$ cat config.mk
export PLATFORM = sky130hd
export DESIGN_NAME = vfc_addr_gen
export DESIGN_NICKNAME = d
export VERILOG_FILES = /design/src/design/vfc_pkg.sv /design/src/design/vfc_addr_gen.sv
export SDC_FILE = /design/constraint.sdc
export NUM_CORES = 1
export LEC_CHECK = 0
export ABC_AREA = 1
export BUFFER_PORTS_ARGS = -buffer_cell sky130_fd_sc_hd__buf_4
export CAP_MARGIN = 20
export CORE_MARGIN = 1.5
export CORE_UTILIZATION = 54
export DETAILED_ROUTE_END_ITERATION = 8
export GPL_TIMING_DRIVEN = 0
export PLACE_DENSITY = 0.95
export SYNTH_ARGS = -nofsm -noshare
export SYNTH_HDL_FRONTEND = slang
export SYNTH_SLANG_ARGS = --single-unit
$ cat constraint.sdc
create_clock -name vclk -period 4.11
set_input_delay 0.6165 -clock vclk [all_inputs]
set_output_delay 0.6165 -clock vclk [all_outputs]
set_load 0.02 [all_outputs]
$ cat src/design/vfc_pkg.sv
// Shared types and helpers for the voxel face culler.
// Used by vfc_addr_gen and voxel_face_culler; depends on nothing.
`timescale 1ns / 1ps

package vfc_pkg;

	// Number of sides of a voxel, numbered in the order +y, -y, +x, -x, +z, -z.
	localparam int FACE_COUNT = 6;

	// Input action codes.
	localparam logic ACT_WRITE = 1'b0;
	localparam logic ACT_QUERY = 1'b1;

	// Which voxel the address unit points at.
	typedef enum logic [2:0] {
		SEL_CENTER,
		SEL_YP,
		SEL_YN,
		SEL_XP,
		SEL_XN
	} nb_sel_t;

	// Sequencer states.
	typedef enum logic [2:0] {
		ST_CLEAR,
		ST_IDLE,
		ST_LOOK,
		ST_CHECK,
		ST_NB,
		ST_EMIT
	} state_t;

	// Lowest visible side in a mask of pending faces.
	function automatic logic [2:0] first_side(input logic [FACE_COUNT-1:0] mask);
		logic [2:0] side;
		side = 3'd0;
		for (int i = FACE_COUNT - 1; i >= 0; i--) begin
			if (mask[i]) begin
				side = 3'(i);
			end
		end
		return side;
	endfunction

endpackage

$ cat src/design/vfc_addr_gen.sv
// Shared address unit: turns a voxel and a neighbor selection into a bitmap
// row address and an in-chunk flag. Depends on vfc_pkg.
`timescale 1ns / 1ps

module vfc_addr_gen #(
	parameter int CHUNK_WIDTH  = 16,
	parameter int CHUNK_HEIGHT = 256
) (
	input  logic [3:0]                                  x,
	input  logic [7:0]                                  y,
	input  logic [3:0]                                  z,
	input  vfc_pkg::nb_sel_t                            sel,
	output logic                                        in_chunk,
	output logic [$clog2(CHUNK_WIDTH*CHUNK_HEIGHT)-1:0] row
);

	localparam int          ROW_AW = $clog2(CHUNK_WIDTH * CHUNK_HEIGHT);
	localparam logic [31:0] W32    = CHUNK_WIDTH;
	localparam logic [31:0] H32    = CHUNK_HEIGHT;

	logic [4:0] nx;
	logic [8:0] ny;
	logic       no_wrap;

	// Neighbor coordinate; stepping below zero leaves the chunk.
	always_comb begin
		nx      = {1'b0, x};
		ny      = {1'b0, y};
		no_wrap = 1'b1;
		unique case (sel)
			vfc_pkg::SEL_CENTER: begin
			end
			vfc_pkg::SEL_YP: ny = {1'b0, y} + 9'd1;
			vfc_pkg::SEL_YN: begin
				ny      = {1'b0, y} - 9'd1;
				no_wrap = (y != 8'd0);
			end
			vfc_pkg::SEL_XP: nx = {1'b0, x} + 5'd1;
			vfc_pkg::SEL_XN: begin
				nx      = {1'b0, x} - 5'd1;
				no_wrap = (x != 4'd0);
			end
			default: begin
			end
		endcase
	end

	// Range check and row address (y * width + x); z selects a bit in the row.
	assign in_chunk = no_wrap && (32'(nx) < W32) && (32'(ny) < H32) && (32'(z) < W32);
	assign row      = ROW_AW'(32'(ny) * W32 + 32'(nx));

endmodule
**After elaboration in Yosys (flattened, before gate mapping)**

Cells that the tools add are included.

- Flip-flop bits (word level): 0
- Bits of input ports: 19
- Word-level logic and storage cells: 18

- $add $sub $neg: 5
- $lt $le $gt $ge: 2
- Eq/ne operators: 4
- Muxes and demuxes: 3
- Reductions and logical operators: 4

Operators by type and width:

| cell | count |
|---|---|
| one-hot mux 9 bit (2 select lines) | 1 |
| adder 12 x 5 -> 12 bit | 1 |
| one-hot mux 5 bit (2 select lines) | 1 |
| adder 8 x 1 -> 9 bit, second input constant | 1 |
| < comparator 9 bit, second input constant | 1 |
| subtractor 8 x 1 -> 9 bit, second input constant | 1 |
| nonzero test 8 bit | 1 |
| == test 3 x 2 -> 1 bit, second input constant | 2 |
| adder 4 x 1 -> 5 bit, second input constant | 1 |
| < comparator 5 bit, second input constant | 1 |
| subtractor 4 x 1 -> 5 bit, second input constant | 1 |
| nonzero test 4 bit | 1 |
| == test 3 x 1 -> 1 bit, second input constant | 1 |
| == test 3 bit, second input constant | 1 |
| logical AND 1 bit | 2 |
| one-hot mux 1 bit (2 select lines) | 1 |

**Logic depth before layout (Yosys ltp)**

Gate-level depths: netlist (run 1).

- Word-level depth: 5
- Mapped depth: 17

**Least setup slack after synthesis (run 1)**

OpenSTA, ideal clock, no wires.

- Path type: input-to-output
- Start: in sel[0]
- End: out row[9]
- Arrival: 2.865 ns
- Data required time: 3.493 ns
- Slack: 0.629 ns
- Stages: 10
- Buffers on the path: 0
- Cells stage by stage: nor3_1 inv_1 fa_1 xor2_1 nand2_1 o21ai_1 nor2_4 nand2_2 nor2_4 xor2_1

- Longest elaborated chain between the ends: 3
- Elaborated cells on any way between the ends: 7
- Those cells by class: add/sub: 1; eq/ne: 4; mux: 2

Ends and longest elaborated chain:

| item | RTL line | text |
|---|---|---|
| from (decl) | vfc_addr_gen.sv:12 | `input vfc_pkg::nb_sel_t sel,` |
| == test 3 x 2 -> 1 bit, or another cell as far along | vfc_addr_gen.sv:30 | `unique case (sel)` |
| one-hot mux 9 bit (2 select lines) / one-hot mux 5 bit (2 select lines) (equally long branches) | vfc_addr_gen.sv:30 |  |
| adder 12 x 5 -> 12 bit (*) | vfc_addr_gen.sv:50 | `assign row = ROW_AW'(32'(ny) * W32 + 32'(nx));` |
| to (decl) | vfc_addr_gen.sv:14 | `output logic [$clog2(CHUNK_WIDTH*CHUNK_HEIGHT)-1:0] row` |

Mark *: on every way between the ends. The rest lies on a longest branch, timed or not.

**Worst setup path in the final report (run 1)**

- Start: in sel[0]
- End: out row[10]

Same word-level chain as after synthesis.

==> results of run 1 <==
## layer usage
| metal | wire, microns | up-vias |
|---|---|---|
| met4 | 9 | 0 |
| met1 | 1030 | 492 |
| met3 | 98 | 2 |
| li1 | - | 586 |
| met5 | 0 | - |
| met2 | 1230 | 31 |
## through the flow
stage	instances	utilization, %	setup slack (ps)
after detailed placement	204	74.8	97.4
after CTS	204	74.8	91.9
final	205	75.2	364
after global routing	205	75.2	97.6
after global placement	204	74.8	262
after floorplan	160	-	629
## kinds of logic after synthesis
group                      share of synthesized area (%)
AOI/OAI and AO/OA                                   9.75
xor gates and xnor gates                            8.30
adders and majority gates                           20.0
buffers and inverters                               11.9
and+or+nand+nor                                     50.1
## path summary, 6_finish.rpt
| kind | from | to | slack [ps] | cells after the start |
|---|---|---|---|---|
| setup / recovery | sel[0] | row[10] | 360 | 17 |
| hold / removal | x[0] | row[0] | 1540 | 3 |
## layout by cell type, fill, tap and decap left out, types with 3 or more instances in the layout
cell type,instances
xor2_1,6
buf_4,28
a21oi_1,9
nand3_1,18
inv_1,25
nor2_2,3
or2_1,4
nor2_1,10
nand2_1,41
ha_1,12
xnor2_1,3
nand2_4,3
## power by group
| group | internal (mW) | switching, mW |
|---|---|---|
| sequential | 0 | 0 |
| clock | 0 | 0 |
| combinational | 0.0688 | 0.0975 |
| total | 0.0688 | 0.0975 |
## final cells by class
cell class                 count  area (sq um)  share of cell area (%)
inverter                      27           101                    8.55
multi-input combinational    132           837                    70.6
timing repair buffer          29           215                    18.2
tap                           16          20.0                    1.69
buffer                         1          11.3                   0.950
==> results.tsv, run 1 <==
metric	value	unit
status	completed	
grt-ovfl-total	0	
viasPerCell	5.42	
grt_max_degree	12	
fp.dieH	44.9	microns
routed_wl	2370	microns
yosysMostFrequentCell	nand2_1	
fin_setup_tns	0	ps
yosysSeqAreaShare	0	%
io_pins	32	
firstDrtPassIters	4	
fin_hold_ws	1540	ps
n_antenna_cell	0	
hold_viol	0	
power_density	140	mW/mm^2
yosys_warnings	0	
synth.area.top_cells	nand2_1 16%, ha_1 16%, inv_1 9.9%, nand3_1 9.5%, xor2_1 5.5%	
avgRoutedWirePerCell	11.6	microns
grt_use_met3	1.60	%
slew_violations	0	
rsz0062_at_grt	false	
cts_setup_buffers	0	
ys_types	29	
hold_class	primary input to output port	
cp-end-kind	output port	
flops_and_latches	0	
finalNetCount	224	
tightest_slew	592	ps
hold_buffers	0	
die_area	0.00202	sq mm
final_area	0.00118	sq mm
fin_crit_sh	91.1	%
grt_use_met1	31.2	%
ant_nets	0	
vdd_drop_max	0.0658	mV
yosysTopAreaCell	nand2_1	
gr-usage-all-layers	25.2	%
synthToLayoutAreaGrowth	24.8	%
antenna_found_initial	0	
start_kind	primary input	
synth_cells	160	
p_leak	0.662	nW
dp_hpwl	2090	microns
setup_viol	0	
maxSlewHeadroom	60.3	%
worstPathRequired	3490	ps
critPathMaxStageDelay	410	ps
path_class	primary input to output port	
yosys.area.top_type_share	16.2	%
chipWidth	44.9	microns
drive_gt1_share	24.3	%
n_clock_buffer	0	
path_cells	buf_4 > nor2_1 > inv_1 > nor2_2 > inv_1 > fa_1 > nor2_1 > a211oi_1 > o21ai_0 > ha_1 > ha_1 > nand2_1 > nor2_2 > nand2_1 > nand2_1 > nand2_1 > buf_4	
register_area	0	sq um
dpl_cell_area	0.00118	sq mm
num_rows	14	
netlist_top_cells_count	41 x nand2_1, 25 x inv_1, 18 x nand3_1	
cp_common_cell	nand2_1	
cts-resized-gates	0	
port_buffers	28	
period_needed	3750	ps
path_delay_family	adder cells	
max_freq	0.267	GHz
total_power	0.166	mW
drt_iter0_drc	19	
vias	1111	
fill_cells	124	
drc_errors	0	
critPathSlowestCell	fa_1	
grt_first_pass_wirelength	3970	microns
synth_nets	193	
path_max_fanout	5	
synth_area_per_cell	5.94	sq um
grt_pass1_vias	1034	
core-area	0.00158	sq mm
globalRoute.busiestLayer	met2	
netlist_area	950	sq um
initial_core_util	60.2	%
cp.arrival	3130	ps
grt_use_met2	48.3	%
path_buf_inv	4	
drv_cap	0	
gp_congestion	0.859	
(Power assumes the default switching activity.)
==> run 2: changes to the inputs <==
==> constraint.sdc (replaced) <==
create_clock -name vclk -period 3.9
set_input_delay 0.585 -clock vclk [all_inputs]
set_output_delay 0.585 -clock vclk [all_outputs]
set_load 0.02 [all_outputs]
==> run 2 against run 1 <==
Compared with the run above:
- power grew 5.0%
- core utilization is the same
- die area is the same
- first-iteration DRC count grew 5.3%
- global-route usage grew 0.25 points
- hold slack lost 63 ps
- count of clock-buffer cells in the layout is the same
==> results.tsv, run 2 (synthesis results as in run 1) <==
metric	value	unit	change
status	completed		
fin_crit_sh	92.3	%	
hold_class	primary input to output port		
drive_gt1_share	24.5	%	+0.13 points
power_density	147	mW/mm^2	+5.0%
p_leak	0.658	nW	-0.58%
most-common-layout-cells	41 x nand2_1, 28 x buf_4, 25 x inv_1, 18 x nand3_1, 12 x ha_1		
worstPathRequired	3310	ps	-180 ps
port_buffers	28		unchanged
grt_pass1_vias	1042		+0.77%
hold_viol	0		unchanged
finalNetCount	223		-0.45%
grt_max_degree	12		unchanged
final_common_cell	nand2_1		
firstDrtPassIters	4		unchanged
max_freq	0.278	GHz	
tightest_slew	734	ps	+142 ps
path_class	primary input to output port		
gp_congestion	0.859		unchanged
path_max_fanout	5		unchanged
setup_viol	0		unchanged
endpoint	row[10]		
core-area	0.00158	sq mm	unchanged
synthToLayoutAreaGrowth	24.8	%	unchanged
fin_setup_tns	0	ps	unchanged
rsz0062_at_grt	false		
register_area	0	sq um	unchanged
fill_cells	127		+2.4%
avgRoutedWirePerCell	11.5	microns	-0.27%
initial_core_util	60.2	%	unchanged
io_pins	32		unchanged
drt_iter0_drc	20		+1
dp_hpwl	2090	microns	unchanged
flops_and_latches	0		unchanged
n_clock_buffer	0		unchanged
drv_cap	0		unchanged
n_antenna_cell	0		unchanged
fin_hold_ws	1480	ps	-63.1 ps
multiInputGateArea	842	sq um	+0.60%
drc_errors	0		unchanged
period_needed	3600	ps	
chipWidth	44.9	microns	unchanged
die_area	0.00202	sq mm	unchanged
antenna_found_initial	0		unchanged
cts_setup_buffers	0		unchanged
hold_buffers	0		unchanged
gr-usage-all-layers	25.5	%	+0.25 points
start_kind	primary input		
slew_violations	0		unchanged
viasPerCell	5.38		-0.69%
cts-resized-gates	1		+1
num_rows	14		unchanged
cp-end-kind	output port		
vdd_drop_max	0.0689	mV	+4.7%
cp-startpoint	sel[0]		
grt-ovfl-total	0		unchanged
cp.arrival	3010	ps	-120 ps
grt_first_pass_wirelength	4010	microns	+0.86%
ant_nets	0		unchanged
maxSlewHeadroom	50.8	%	-9.4 points
fp.dieH	44.9	microns	unchanged
vias	1098		-1.2%
routed_wl	2350	microns	-0.76%
## run 2: area by class of cell
class / count / area share [%]
Multi-Input combinational cell: 132 / 71.1
Timing Repair Buffer: 28 / 17.7
Inverter: 27 / 8.55
Tap cell: 16 / 1.69
Buffer: 1 / 0.950
## run 2: stage by stage
stage / total power, mW / cells / area [sq um] / setup WS (ps) / utilization (%)
floorplan: 0.116 / 160 / 950 / 482 / -
global placement: 0.166 / 204 / 1180 / 115 / 74.8
detailed placement: 0.174 / 204 / 1180 / -49.6 / 74.8
CTS: 0.175 / 204 / 1180 / 194 / 75.2
global route: 0.193 / 204 / 1180 / 45.6 / 75.2
finish: 0.175 / 204 / 1180 / 300 / 75.2
## run 2: metal layers
metal	vias up	track usage, %	part of all wire (%)
li1	580	-	-
met1	487	31.2	42
met2	29	49.1	53
met3	2	1.60	4.8
met4	0	2.94	0.38
met5	-	0	0
## run 2: worst min-delay path by stage
| stage | start | to | slack, ps | depth (start not counted) |
|---|---|---|---|---|
| after floorplan | x[0] | row[0] | 1300 | 1 |
| after global placement | x[0] | row[0] | 1480 | 3 |
| after detailed placement | x[0] | row[0] | 1480 | 3 |
| after CTS | x[0] | row[0] | 1480 | 3 |
| final | x[0] | row[0] | 1480 | 3 |
| after global routing | x[0] | row[0] | 1490 | 3 |
## run 2: where the power goes
group	internal (mW)	switching, mW
Clock	0	0
Combinational	0.0724	0.102
Sequential	0	0
Total	0.0724	0.102
## run 2: critical path: stages
cell      delay (ps)
buf_4            130
nor2_1           150
inv_1             80
nor2_2           180
inv_1            120
fa_1             410
nor2_1           120
a211oi_1          60
o21ai_1          180
ha_1             250
ha_1             200
nand2_1          100
nor2_2           110
nand2_1           60
nand2_1           60
nand2_1           50
buf_4            150
==> run 3: changes to the inputs <==
--- a/config.mk
+++ b/config.mk
@@ -7,9 +7,11 @@
 export LEC_CHECK = 0
 export ABC_AREA = 1
 export BUFFER_PORTS_ARGS = -buffer_cell sky130_fd_sc_hd__buf_4
-export CAP_MARGIN = 20
+export CAP_MARGIN = 0
+export CELL_PAD_IN_SITES_DETAIL_PLACEMENT = 1
+export CELL_PAD_IN_SITES_GLOBAL_PLACEMENT = 2
 export CORE_MARGIN = 1.5
-export CORE_UTILIZATION = 54
+export CORE_UTILIZATION = 27
 export DETAILED_ROUTE_END_ITERATION = 8
 export GPL_TIMING_DRIVEN = 0
 export PLACE_DENSITY = 0.95
==> run 3 against run 2 <==
Compared with the run above:
- design area up 4.0%
- sequential share of layout area unchanged
- critical path type unchanged
- fmax about the same
- combinational power about the same
- die area up 92%
- largest cell class unchanged
- count of clock-buffer cells in the layout unchanged
- critical path depth down 3
==> results.tsv, run 3 (synthesis results as in run 1) <==
metric	value	unit	change
drc_errors	0		unchanged
core-area	0.00336	sq mm	+110%
power_density	144	mW/mm^2	-2.5%
fp.dieH	62.3	microns	+39%
layout_setup_ws	299	ps	-1.01 ps
grt_first_pass_wirelength	4920	microns	+23%
cts_setup_buffers	0		unchanged
period_needed	3600	ps	+1.01 ps
slew_violations	0		unchanged
grt_pass1_vias	1127		+8.2%
dp_hpwl	2320	microns	+11%
gp_congestion	0.752		-12%
hold_class	primary input to output port		
preCtsSetupSlack	-258	ps	-209 ps
initial_core_util	28.2	%	-32 points
flops_and_latches	0		unchanged
fill_cells	479		+280%
rsz0062_at_grt	false		
n_clock_buffer	0		unchanged
routed_wl	2650	microns	+12%
max_freq	0.278	GHz	about the same
drt_iter0_drc	10		-50%
drv_cap	0		unchanged
ant_nets	0		unchanged
gr-usage-all-layers	14.8	%	-11 points
viasPerCell	4.53		-16%
multiInputGateArea	852	sq um	+1.2%
fin_hold_ws	1480	ps	+4.58 ps
instances_no_fill	234		+15%
io_pins	32		unchanged
p_leak	0.660	nW	+0.23%
holdPathStages	3		unchanged
grt-ovfl-total	0		unchanged
die_area	0.00388	sq mm	+92%
total_power	0.177	mW	+1.5%
num_rows	21		+7
firstDrtPassIters	2		-2
hold_viol	0		unchanged
final_common_cell	nand2_1		
dpl.cell_count	234		+15%
status	completed		
register_area	0	sq um	unchanged
maxSlewHeadroom	47.3	%	-3.5 points
vias	1061		-3.4%
fin_crit_sh	92.3	%	about the same
avgRoutedWirePerCell	11.3	microns	-2.0%
finalNetCount	223		unchanged
antenna_found_initial	0		unchanged
path_class	primary input to output port		
setup_viol	0		unchanged
cp-end-kind	output port		
start_kind	primary input		
path_max_fanout	11		+6
grt_max_degree	12		unchanged
fin_util	36.6	%	-39 points
synthToLayoutAreaGrowth	29.8	%	
n_antenna_cell	0		unchanged
cp.arrival	3020	ps	about the same
vdd_drop_max	0.0540	mV	-22%
drive_gt1_share	25.0	%	+0.53 points
chipWidth	62.3	microns	+39%
tightest_slew	786	ps	+52.3 ps
port_buffers	28		unchanged
most-common-layout-cells	41 x nand2_1, 28 x buf_4, 25 x inv_1, 18 x nand3_1, 12 x ha_1		
hold_buffers	0		unchanged
worstPathRequired	3310	ps	about the same
run 3: cell type report:
| type | count | area share [%] |
|---|---|---|
| Multi-Input combinational cell | 132 | 69.1 |
| Timing Repair Buffer | 28 | 17.1 |
| Inverter | 27 | 8.22 |
| Tap cell | 46 | 4.67 |
| Buffer | 1 | 0.914 |
run 3: path summary, 6_finish.rpt:
check,from,endpoint
worst max-delay path,sel[0],row[11]
worst min-delay path,x[0],row[0]
run 3: through the flow:
step | setup TNS (ps) | cell area, sq um
floorplan | 0 | 950
global placement | -629 | 1220
detailed placement | -1210 | 1220
CTS | 0 | 1220
global route | 0 | 1230
finish | 0 | 1230
run 3: where the power goes:
group	internal, mW	switching, mW	total (mW)	leakage [nW]
logic	0.0729	0.104	0.177	0.660
clock network	0	0	0	0
registers	0	0	0	0
run 3: critical path: stages:
cell	delay (ps)
buf_4	120
nor3_2	660
inv_1	150
fa_1	460
xor2_1	160
nand2_1	60
o21ai_1	150
nor2_4	160
nand2_2	80
nor2_4	110
nand3_1	80
nand2_1	60
nand2_1	40
buf_4	150
run 3: what timing repair did:
| action | 4_1_cts | 5_1_grt |
|---|---|---|
| pin swaps | 0 | 0 |
| gates resized for setup | 1 | 3 |
| endpoints found under the setup margin | 7 | 3 |
run 3: per-layer routing:
metal	vias up	track usage (%)	wire length [microns]
li1	578	-	-
met1	472	20.2	1330
met2	11	27.4	1280
met3	0	0.362	42
met4	0	0.556	0
met5	-	0	0
